===== src/rtl/jse_pkg.sv =====
// Package with the command format, character constants and beat formatting functions.
`default_nettype none
package jse_pkg;

  // Characters written by the escaper.
  localparam logic [7:0] CharQuote  = 8'h22;
  localparam logic [7:0] CharBslash = 8'h5C;
  localparam logic [7:0] CharSlash  = 8'h2F;
  localparam logic [7:0] CharLowerU = 8'h75;
  localparam logic [7:0] CharZero   = 8'h30;
  localparam logic [7:0] CharLowerA = 8'h61;

  // Opcode of an input beat.
  localparam logic OpData = 1'b0;
  localparam logic OpEnd  = 1'b1;

  // What the back end has to write for one accepted input beat.
  typedef enum logic [2:0] {
    CMD_NONE,
    CMD_CHAR,
    CMD_ESC,
    CMD_UNI,
    CMD_ERR
  } cmd_kind_e;

  typedef struct packed {
    logic        open_quote;
    cmd_kind_e   kind;
    logic [15:0] data;
  } cmd_t;

  typedef struct packed {
    logic [7:0] out_byte;
    logic       last;
    logic       err;
  } beat_t;

  // Letter that follows the backslash, or zero if the byte needs no escape.
  function automatic logic [7:0] escape_letter(logic [7:0] b);
    logic [7:0] e;
    unique case (b)
      8'h22:   e = CharQuote;
      8'h5C:   e = CharBslash;
      8'h2F:   e = CharSlash;
      8'h0A:   e = 8'h6E;  // n
      8'h09:   e = 8'h74;  // t
      8'h0D:   e = 8'h72;  // r
      8'h0C:   e = 8'h66;  // f
      8'h08:   e = 8'h62;  // b
      default: e = 8'h00;
    endcase
    return e;
  endfunction

  // Lowercase hex digit of a nibble.
  function automatic logic [7:0] hex_char(logic [3:0] d);
    logic [7:0] c;
    if (d < 4'd10) begin
      c = CharZero + {4'b0, d};
    end else begin
      c = CharLowerA + {4'b0, d} - 8'd10;
    end
    return c;
  endfunction

  // Number of output beats of a command.
  function automatic logic [2:0] cmd_count(cmd_t c);
    logic [2:0] n;
    unique case (c.kind)
      CMD_CHAR: n = 3'd1;
      CMD_ESC:  n = 3'd2;
      CMD_UNI:  n = 3'd6;
      CMD_ERR:  n = 3'd1;
      default:  n = 3'd0;
    endcase
    return n + {2'b0, c.open_quote};
  endfunction

  // Output beat number idx of a command.
  function automatic beat_t cmd_beat(cmd_t c, logic [2:0] idx);
    logic [2:0] j;
    beat_t      b;
    j = idx - {2'b0, c.open_quote};
    b.out_byte = 8'h00;
    b.err      = 1'b0;
    if (c.open_quote && idx == 3'd0) begin
      b.out_byte = CharQuote;
    end else begin
      unique case (c.kind)
        CMD_CHAR: b.out_byte = c.data[7:0];
        CMD_ESC:  b.out_byte = (j == 3'd0) ? CharBslash : c.data[7:0];
        CMD_UNI: begin
          case (j)
            3'd0:    b.out_byte = CharBslash;
            3'd1:    b.out_byte = CharLowerU;
            3'd2:    b.out_byte = hex_char(c.data[15:12]);
            3'd3:    b.out_byte = hex_char(c.data[11:8]);
            3'd4:    b.out_byte = hex_char(c.data[7:4]);
            default: b.out_byte = hex_char(c.data[3:0]);
          endcase
        end
        CMD_ERR:  b.err = 1'b1;
        default:  b.out_byte = 8'h00;
      endcase
    end
    b.last = (idx == cmd_count(c) - 3'd1);
    return b;
  endfunction

endpackage
`default_nettype wire


===== src/rtl/jse_if.sv =====
// Stream interfaces for the input and output channels of the escaper.
`default_nettype none
interface jse_in_if;
  logic       valid;
  logic       ready;
  logic       opcode;
  logic [7:0] data_byte;

  modport source (output valid, output opcode, output data_byte, input ready);
  modport sink (input valid, input opcode, input data_byte, output ready);
endinterface

interface jse_out_if;
  logic       valid;
  logic       ready;
  logic [7:0] out_byte;
  logic       last_of_run;
  logic       invalid_unicode;

  modport source (output valid, output out_byte, output last_of_run,
                  output invalid_unicode, input ready);
  modport sink (input valid, input out_byte, input last_of_run,
                input invalid_unicode, output ready);
endinterface
`default_nettype wire


===== src/rtl/jse_front.sv =====
// Front end: accepts input beats, tracks the UTF-8 decoder state and issues commands.
`default_nettype none
module jse_front
  import jse_pkg::*;
(
  input  wire logic clk_i,
  input  wire logic rst_ni,
  jse_in_if.sink    in_if,
  input  wire logic full_i,
  output logic      push_o,
  output cmd_t      cmd_o
);

  logic        open_q, open_d;
  logic [1:0]  pend_q, pend_d;
  logic [15:0] acc_q, acc_d;
  logic [15:0] acc_shift;
  logic [1:0]  pend_dec;
  logic [7:0]  letter;
  logic        accept;

  assign in_if.ready = ~full_i;
  assign accept      = in_if.valid & ~full_i;
  assign acc_shift   = {acc_q[9:0], in_if.data_byte[5:0]};
  assign pend_dec    = pend_q - 2'd1;
  assign letter      = escape_letter(in_if.data_byte);

  // Classify the beat and compute the next decoder state.
  always_comb begin
    open_d           = open_q;
    pend_d           = pend_q;
    acc_d            = acc_q;
    cmd_o.open_quote = ~open_q;
    cmd_o.kind       = CMD_NONE;
    cmd_o.data       = {8'h00, in_if.data_byte};
    if (in_if.opcode == OpEnd) begin
      if (pend_q != 2'd0) begin
        cmd_o.open_quote = 1'b0;
        cmd_o.kind       = CMD_ERR;
      end else begin
        cmd_o.kind = CMD_CHAR;
        cmd_o.data = {8'h00, CharQuote};
      end
      open_d = 1'b0;
      pend_d = 2'd0;
      acc_d  = 16'h0000;
    end else begin
      open_d = 1'b1;
      if (pend_q != 2'd0) begin
        if (!in_if.data_byte[7]) begin
          cmd_o.kind = CMD_ERR;
          open_d     = 1'b0;
          pend_d     = 2'd0;
          acc_d      = 16'h0000;
        end else if (pend_dec == 2'd0) begin
          cmd_o.kind = CMD_UNI;
          cmd_o.data = acc_shift;
          pend_d     = 2'd0;
          acc_d      = 16'h0000;
        end else begin
          pend_d = pend_dec;
          acc_d  = acc_shift;
        end
      end else if (in_if.data_byte[7]) begin
        if (in_if.data_byte[7:5] == 3'b111) begin
          pend_d = 2'd2;
          acc_d  = {12'h000, in_if.data_byte[3:0]};
        end else if (in_if.data_byte[7:6] == 2'b11) begin
          pend_d = 2'd1;
          acc_d  = {11'h000, in_if.data_byte[4:0]};
        end else begin
          cmd_o.kind = CMD_ERR;
          open_d     = 1'b0;
          pend_d     = 2'd0;
          acc_d      = 16'h0000;
        end
      end else if (letter != 8'h00) begin
        cmd_o.kind = CMD_ESC;
        cmd_o.data = {8'h00, letter};
      end else begin
        cmd_o.kind = CMD_CHAR;
      end
    end
  end

  // Only beats that produce output go into the queue.
  assign push_o = accept & (cmd_o.open_quote | (cmd_o.kind != CMD_NONE));

  // Decoder state registers.
  always_ff @(posedge clk_i or negedge rst_ni) begin
    if (!rst_ni) begin
      open_q <= 1'b0;
      pend_q <= 2'd0;
      acc_q  <= 16'h0000;
    end else if (accept) begin
      open_q <= open_d;
      pend_q <= pend_d;
      acc_q  <= acc_d;
    end
  end

endmodule
`default_nettype wire


===== src/rtl/jse_fifo.sv =====
// Command queue between the front and back ends.
`default_nettype none
module jse_fifo
  import jse_pkg::*;
#(
  parameter int unsigned Depth = 4
) (
  input  wire logic clk_i,
  input  wire logic rst_ni,
  input  wire logic push_i,
  input  cmd_t      cmd_i,
  output logic      full_o,
  input  wire logic pop_i,
  output logic      empty_o,
  output cmd_t      cmd_o
);

  localparam int unsigned AddrW = (Depth > 1) ? $clog2(Depth) : 1;
  localparam int unsigned CntW  = $clog2(Depth + 1);
  localparam logic [AddrW-1:0] LastAddr = AddrW'(Depth - 1);

  cmd_t             mem_q [Depth];
  logic [AddrW-1:0] wr_q, rd_q;
  logic [CntW-1:0]  cnt_q;

  assign full_o  = (cnt_q == CntW'(Depth));
  assign empty_o = (cnt_q == '0);
  assign cmd_o   = mem_q[rd_q];

  // Storage; no reset needed on the payload.
  always_ff @(posedge clk_i) begin
    if (push_i) begin
      mem_q[wr_q] <= cmd_i;
    end
  end

  // Pointers and fill count.
  always_ff @(posedge clk_i or negedge rst_ni) begin
    if (!rst_ni) begin
      wr_q  <= '0;
      rd_q  <= '0;
      cnt_q <= '0;
    end else begin
      if (push_i) begin
        wr_q <= (wr_q == LastAddr) ? '0 : wr_q + AddrW'(1);
      end
      if (pop_i) begin
        rd_q <= (rd_q == LastAddr) ? '0 : rd_q + AddrW'(1);
      end
      if (push_i && !pop_i) begin
        cnt_q <= cnt_q + CntW'(1);
      end else if (!push_i && pop_i) begin
        cnt_q <= cnt_q - CntW'(1);
      end
    end
  end

endmodule
`default_nettype wire


===== src/rtl/jse_back.sv =====
// Back end: expands each command into output beats through an output register.
`default_nettype none
module jse_back
  import jse_pkg::*;
(
  input  wire logic clk_i,
  input  wire logic rst_ni,
  input  wire logic empty_i,
  input  cmd_t      cmd_i,
  output logic      pop_o,
  jse_out_if.source out_if
);

  logic       valid_q;
  logic [2:0] idx_q;
  beat_t      beat_q;
  beat_t      beat;
  logic       load;

  assign beat  = cmd_beat(cmd_i, idx_q);
  assign load  = ~empty_i & (~valid_q | out_if.ready);
  assign pop_o = load & beat.last;

  assign out_if.valid           = valid_q;
  assign out_if.out_byte        = beat_q.out_byte;
  assign out_if.last_of_run     = beat_q.last;
  assign out_if.invalid_unicode = beat_q.err;

  // Beat counter within the current command and the output valid flag.
  always_ff @(posedge clk_i or negedge rst_ni) begin
    if (!rst_ni) begin
      valid_q <= 1'b0;
      idx_q   <= 3'd0;
    end else begin
      if (load) begin
        valid_q <= 1'b1;
        idx_q   <= beat.last ? 3'd0 : idx_q + 3'd1;
      end else if (out_if.ready) begin
        valid_q <= 1'b0;
      end
    end
  end

  // Output payload register.
  always_ff @(posedge clk_i) begin
    if (load) begin
      beat_q <= beat;
    end
  end

endmodule
`default_nettype wire


===== src/rtl/json_string_escaper_top.sv =====
// Top level of the JSON string escaper.
// Accepts one input beat per cycle while the command queue (QueueDepth entries) has room; an
// input beat yields k output beats (k from 0 to 6), so plain bytes stream at one beat per cycle
// while the output is ready, and escapes are limited by the output register, which issues one
// beat per cycle while the output is ready. Input ready drops only when the queue is full.
`default_nettype none
module json_string_escaper_top
  import jse_pkg::*;
#(
  parameter int unsigned QueueDepth = 4
) (
  input  wire logic clk_i,
  input  wire logic rst_ni,
  jse_in_if.sink    in_if,
  jse_out_if.source out_if
);

  logic push, full, pop, empty;
  cmd_t cmd_in, cmd_out;

  jse_front u_front (
    .clk_i  (clk_i),
    .rst_ni (rst_ni),
    .in_if  (in_if),
    .full_i (full),
    .push_o (push),
    .cmd_o  (cmd_in)
  );

  jse_fifo #(
    .Depth (QueueDepth)
  ) u_fifo (
    .clk_i   (clk_i),
    .rst_ni  (rst_ni),
    .push_i  (push),
    .cmd_i   (cmd_in),
    .full_o  (full),
    .pop_i   (pop),
    .empty_o (empty),
    .cmd_o   (cmd_out)
  );

  jse_back u_back (
    .clk_i   (clk_i),
    .rst_ni  (rst_ni),
    .empty_i (empty),
    .cmd_i   (cmd_out),
    .pop_o   (pop),
    .out_if  (out_if)
  );

endmodule
`default_nettype wire


===== src/flat_wrapper.sv =====
// flat-port wrapper written by rule: the top's interface ports become plain ports
module json_string_escaper_top_flat import jse_pkg::*;
#(
  parameter int unsigned QueueDepth = 4
)
  (clk_i, rst_ni, in_if_valid, in_if_opcode, in_if_data_byte, in_if_ready, out_if_valid, out_if_out_byte, out_if_last_of_run, out_if_invalid_unicode, out_if_ready);
  jse_in_if in_if_i ();
  jse_out_if out_if_i ();
  input  wire logic clk_i;
  input  wire logic rst_ni;
  input wire logic [$bits(in_if_i.valid)-1:0] in_if_valid;
  input wire logic [$bits(in_if_i.opcode)-1:0] in_if_opcode;
  input wire logic [$bits(in_if_i.data_byte)-1:0] in_if_data_byte;
  output wire logic [$bits(in_if_i.ready)-1:0] in_if_ready;
  output wire logic [$bits(out_if_i.valid)-1:0] out_if_valid;
  output wire logic [$bits(out_if_i.out_byte)-1:0] out_if_out_byte;
  output wire logic [$bits(out_if_i.last_of_run)-1:0] out_if_last_of_run;
  output wire logic [$bits(out_if_i.invalid_unicode)-1:0] out_if_invalid_unicode;
  input wire logic [$bits(out_if_i.ready)-1:0] out_if_ready;
  assign in_if_i.valid = in_if_valid;
  assign in_if_i.opcode = in_if_opcode;
  assign in_if_i.data_byte = in_if_data_byte;
  assign in_if_ready = in_if_i.ready;
  assign out_if_valid = out_if_i.valid;
  assign out_if_out_byte = out_if_i.out_byte;
  assign out_if_last_of_run = out_if_i.last_of_run;
  assign out_if_invalid_unicode = out_if_i.invalid_unicode;
  assign out_if_i.ready = out_if_ready;
  json_string_escaper_top #(.QueueDepth(QueueDepth)) u_core (.clk_i(clk_i), .rst_ni(rst_ni), .in_if(in_if_i), .out_if(out_if_i));
endmodule

===== config.mk =====
export PLATFORM = sky130hd
export DESIGN_NAME = json_string_escaper_top_flat
export DESIGN_NICKNAME = d
export VERILOG_FILES = /design/src/rtl/jse_pkg.sv /design/src/rtl/jse_if.sv /design/src/rtl/jse_front.sv /design/src/rtl/jse_fifo.sv /design/src/rtl/jse_back.sv /design/src/rtl/json_string_escaper_top.sv /design/src/flat_wrapper.sv
export SDC_FILE = /design/constraint.sdc
export NUM_CORES = 1
export LEC_CHECK = 0
export BUFFER_PORTS_ARGS = -buffer_cell sky130_fd_sc_hd__buf_2
export CAP_MARGIN = 20
export CORE_ASPECT_RATIO = 0.7
export CORE_UTILIZATION = 36
export CTS_BUF_LIST = sky130_fd_sc_hd__clkbuf_16
export DETAILED_ROUTE_END_ITERATION = 8
export PLACE_DENSITY = 0.6
export SKIP_CTS_REPAIR_TIMING = 1
export SYNTH_ARGS = -nofsm -noshare
export SYNTH_HDL_FRONTEND = slang
export SYNTH_HIERARCHICAL = 1
export SYNTH_SLANG_ARGS = --single-unit

===== constraint.sdc =====
create_clock -name clk_i -period 5.1 [get_ports clk_i]
set_clock_uncertainty 0.05 [all_clocks]
set_input_delay 0.765 -clock clk_i [delete_from_list [all_inputs] [get_ports clk_i]]
set_output_delay 0.765 -clock clk_i [all_outputs]
set_load 0.1 [all_outputs]

; After elaboration in Yosys (flattened, before gate mapping)
; Memory sizes are Yosys's and may differ from the RTL's.
; Cells that the tools add are included.
[classes]
div_mod_pow = 0
order_cmp = 4
shifts = 0
eq_ne = 22
addsub = 21
n_bitwise = 10
muxes = 54
n_reduce_logical = 17
mul = 0
[op_table]
columns = cell, n
row1 = 8-bit 2-to-1 mux, 8
row2 = 7-bit one-hot mux with 8 select lines, 1
row3 = 10-bit 2-to-1 mux, 5
row4 = "8-bit by 4-bit == test with 1-bit output, second input constant", 5
row5 = 8-bit one-hot mux with 5 select lines, 1
row6 = 19-bit 2-to-1 mux, 2
row7 = "7-bit by 4-bit adder with 8-bit output, first input constant", 4
row8 = "8-bit by 4-bit subtractor with 8-bit output, second input constant", 4
row9 = "6-bit by 4-bit adder with 7-bit output, first input constant", 4
row10 = 3-bit 2-to-1 mux, 8
row11 = 8-bit one-hot mux with 3 select lines, 1
row12 = 18-bit 2-to-1 mux, 1
row13 = 2-bit 2-to-1 mux, 9
row14 = "8-bit by 6-bit == test with 1-bit output, second input constant", 2
row15 = "4-bit < comparator, second input constant", 4
row16 = 16-bit 2-to-1 mux, 1
row17 = 1-bit 2-to-1 mux, 14
row18 = "3-bit by 2-bit == test with 1-bit output, second input constant", 4
row19 = "3-bit == test, second input constant", 4
row20 = 5-bit 2-to-1 mux, 2
row21 = 3-bit zero test, 3
row22 = 3-bit one-hot mux with 3 select lines, 1
row23 = "8-bit by 7-bit == test with 1-bit output, second input constant", 1
row24 = 8-bit nonzero test, 1
row25 = 19 further kinds, 38
[word_totals]
mem_bits_rw = 80
output_inout_bits = 12
in_bits = 13
mem_bits_ro = 0
mem_count = 1
ff_bits = 34
latchBits = 0
[mem_list]
columns = name, depth, width, rd, rd_ports_with_merged_regs, write_ports, line
row1 = u_core.u_fifo.mem_q, 4, 20, 1, 0, 1, jse_fifo.sv:22  ; cmd_t mem_q [Depth];

; Depth between registers and ports, before layout
[depth]
word_depth = 14
depth_mapped = 18

; Hierarchy
; The synthesis kept the hierarchy.
[modules_own_cells]
columns = mod, area_per_inst_um2, instances, cells_each
row1 = jse_fifo, 3305.7, 1, 141
row2 = jse_back, 1433.9, 1, 172
row3 = jse_front, 1139.8, 1, 142

; Worst setup path before layout
; No wires, ideal clock.
[synth_path]
kind = reg-to-reg
start = register u_core.u_fifo.rd_q[0]
end = register u_core.u_fifo.cnt_q[1]
synth_period_minus_slack_ns = 3.629
path_slack_ns = 1.471
arrival_ns = 3.455
path_stages_with_launch = 16
path_buffers = 2
path_cell_list = dfrtp_1 > buf_6 > mux4_2 > clkbuf_1 > nand2b_1 > ha_1 > ha_1 > xnor2_1 > xnor2_1 > nand3_1 > nor2_1 > inv_1 > ha_1 > inv_1 > fa_1 > mux2_2
[synth_rtl]
columns = item, line
row1 = "start, declared", jse_fifo.sv:23  ; logic [AddrW-1:0] wr_q, rd_q;
row2 = "start signal, assigned", jse_fifo.sv:48  ; rd_q <= (rd_q == LastAddr) ? '0 : rd_q + AddrW'(1);
row3 = "end signal, assigned", jse_fifo.sv:51  ; cnt_q <= cnt_q + CntW'(1);
row4 = "end signal, assigned", jse_fifo.sv:53  ; cnt_q <= cnt_q - CntW'(1);
row5 = "end, declared", jse_fifo.sv:24  ; logic [CntW-1:0] cnt_q;

==> flow_summary.ini <==
[setup_path]
cp.required_ns = 5.34
critical_path_class = flip-flop to flip-flop
cp_top_family = multiplexers
slowest_stage = dfrtp_1
crit_arrival_ns = 4.45
end_kind = flip-flop
crit_chain = buf_4, mux4_1, inv_1, ha_1, ha_1, xnor2_1, xnor2_1, nand3_1, nor2_1, inv_1, ha_1, inv_1, fa_1, mux2_2
cpPeakStageDelay_ns = 0.80
start_kind = flip-flop
crit_fanout = 12
critPathBufInv = 4

[die]
core_um2 = 15740
io_pins = 25
rows = 38
start_util = 0.3736
die_h_um = 108.9
die_width_um = 154.7
dieArea_um2 = 16850

[timing]
max_freq_mhz = 237.7
rsz0062_at_grt = false
min_period_over_period = 0.8250
setup_violations = 0
worst_pin_slew_ns = 1.060
slew_headroom = 0.2936
holdWs_ns = 0.3123
drv_slew = 0
finalCriticalPeriod_ns = 4.207
hold_viol = 0
fin_setup_tns_ns = 0

[power]
p_comb_frac = 0.457
p_clk_frac = 0.254
seqPwrFrac = 0.290
peakVddDrop_uv = 291.8
switchingPower_mw = 2.083
power.leakage_nw = 2.518
intPower_mw = 2.968
p_sw_frac = 0.4124
power_density_nw_per_um2 = 742.7

[routing]
drt_iter0_drc = 216
wl_per_cell_um = 17.96
drt_wl_total_mm = 12.80
vias = 3820
dr.pass1.iters = 5
drc = 0
routedLengthMet1_mm = 6.208
wl_met3_um = 663
vias_per_cell = 5.358
ant_nets = 0
top_layer = met4
wl_met2_mm = 5.801

[clock_tree]
cts_tree = done
cts.sinks = 114
clk-insertion-delay-late_ns = 0.41
clock-root-buffer = clkbuf_16
path_clk_slew_ns = 0.05
cts_buffers = 17
cts_max_path_buffers = 2
htreeDepth = 4

[logic_synthesis]
synth_cells = 455
synth_top_cell_by_area = edfxtp_1
syn_nets = 487
ys_types = 67
synth-seq-cells = 114
syn_area_um2 = 5879
synthFlopType = edfxtp_1
async_flop_share = 0.2105
synth_warnings = 6
synth-edff-count = 90
avgSynthCellArea_um2 = 12.92
synth_area_leaders = edfxtp_1 (46%), dfrtp_1 (10%), mux4_2 (6.9%)
synth.top_cell.area_share = 0.4597
yosysSeqAreaShare = 0.5618

[layout]
nets = 512
stdcell_count = 713
drive_gt1_frac = 0.1866
fillCellCount = 1399
diodes = 0
syn_to_final_growth_pct = 15.66
final_area_um2 = 6800

[global_routing]
gr-total-overflow = 0
antenna_found_initial = 0
grt_max_degree = 25
grt_pass1_wl_mm = 20.40
grt_use_total = 0.1644
grt_pass1_vias = 3747

[placement]
gp_congestion = 0.8633
port_buffers = 24
dpl.hpwl_mm = 8.898
placed_cell_area_um2 = 6160
place_inst = 681

[run]
max-cap-violations = 0

[min_path]
min_path_type = input port to asynchronous set/reset pin

[outcome]
status = finished, final reports clean
-- layout make-up --
| type | count | area [um^2] | area share |
|---|---|---|---|
| flip-flops and latches | 114 | 3303 | 0.4857 |
| well taps | 220 | 275.3 | 0.04048 |
| clock buffers | 17 | 425.4 | 0.06256 |
| inverters | 27 | 101.3 | 0.01490 |
| repair buffers | 27 | 142.6 | 0.02098 |
| multi-input cells | 293 | 2337 | 0.3437 |
| clock inverters | 15 | 215.2 | 0.03165 |
-- state kept, by name, summed over array words and instances, names as in the netlist --
signal / flops
u_core/u_back/out_if.invalid_unicode: 1
u_core/u_back/out_if.last_of_run: 1
u_core/u_fifo/mem_q: 80
u_core/u_back/out_if.valid: 1
u_core/u_fifo/cnt_q: 3
u_core/u_fifo/rd_q: 2
u_core/u_front/acc_q: 10
u_core/u_back/out_if.out_byte: 8
u_core/u_back/idx_q: 3
u_core/u_front/open_q: 1
u_core/u_front/pend_q: 2
u_core/u_fifo/wr_q: 2
-- path summary, 6_finish.rpt --
path	from	slack, ns	endpoint	cells past startpoint
worst max-delay path	u_core/u_fifo/rd_q[0]	0.89	u_core/u_fifo/cnt_q[1]	14
worst min-delay path	rst_ni	0.31	u_core/u_front/pend_q[1]	1
max in group asynchronous	rst_ni	4.28	u_core/u_back/idx_q[1]	1
min in group clk_i	u_core/u_front/acc_q[4]	0.45	u_core/u_front/acc_q[4]	2
worst max register to register	u_core/u_fifo/rd_q[0]	0.89	u_core/u_fifo/cnt_q[1]	14
worst min register to register	u_core/u_front/acc_q[4]	0.45	u_core/u_front/acc_q[4]	2
-- routing by layer --
layer	vias up	track usage
met3	14	0.05127
met1	1878	0.2197
met5	-	0
met4	0	0.05163
li1	1806	-
met2	122	0.2566
-- Yosys cell counts (all sizes together), types with 6 or more instances --
cell    count
edfxtp     90
inv        27
nand2      27
nor2       26
a21oi      24
dfrtp      24
o21ai      24
mux4       20
ha         18
buf        13
and2       12
a22o       10
nand3      10
xnor2       9
clkbuf      8
nand2b      8
nor3        8
o22ai       6
xor2        6
-- power groups by stage --
stage | clock (mW) | sequential (mW) | combinational [mW]
floorplan | 0 | 1.71 | 1.56
global placement | 0 | 1.47 | 2.25
detailed placement | 0 | 1.48 | 2.29
CTS | 1.30 | 1.47 | 2.30
global route | 1.34 | 1.49 | 2.53
finish | 1.28 | 1.46 | 2.31
-- layout by cell type, fill, tap and decap left out, types with 4 or more instances in the layout --
| cell type | instances |
|---|---|
| o21bai_1 | 5 |
| mux4_2 | 18 |
| edfxtp_1 | 90 |
| clkbuf_16 | 17 |
| a22o_1 | 10 |
| a21oi_1 | 24 |
| buf_2 | 24 |
| dfrtp_1 | 24 |
| nor2_1 | 26 |
| nand4_1 | 4 |
| xnor2_1 | 9 |
| o22ai_1 | 6 |
| or3_1 | 5 |
| xor2_1 | 6 |
| inv_1 | 29 |
| and2_1 | 12 |
| ha_1 | 18 |
| a31oi_1 | 4 |
| bufinv_16 | 5 |
| nand2b_1 | 8 |
| nor3_1 | 7 |
| o21ai_0 | 22 |
| nand3b_1 | 5 |
| nand2_1 | 27 |
| nand3_1 | 10 |
-- cell families (layout without fill, tap and decap cells) --
family | Yosys count | count (layout) | synth area share
mux | 24 | 24 | 0.08534
simple gates | 130 | 130 | 0.1215
compound gates | 105 | 105 | 0.1266
xor+xnor | 15 | 15 | 0.02235
fa+ha+maj | 19 | 19 | 0.04171
buf+inv | 48 | 86 | 0.04065
flops | 114 | 114 | 0.5618
-- per-stage QoR --
| step | setup slack (ns) | util | power (mW) |
|---|---|---|---|
| CTS | 0.8285 | 0.4321 | 5.076 |
| global placement | 0.9953 | 0.3914 | 3.719 |
| global route | 0.5145 | 0.4321 | 5.370 |
| floorplan | 1.471 | - | 3.272 |
| detailed placement | 0.8309 | 0.3914 | 3.776 |
| finish | 0.8926 | 0.4321 | 5.051 |
No activity file was read; power rests on OpenSTA's default activity.
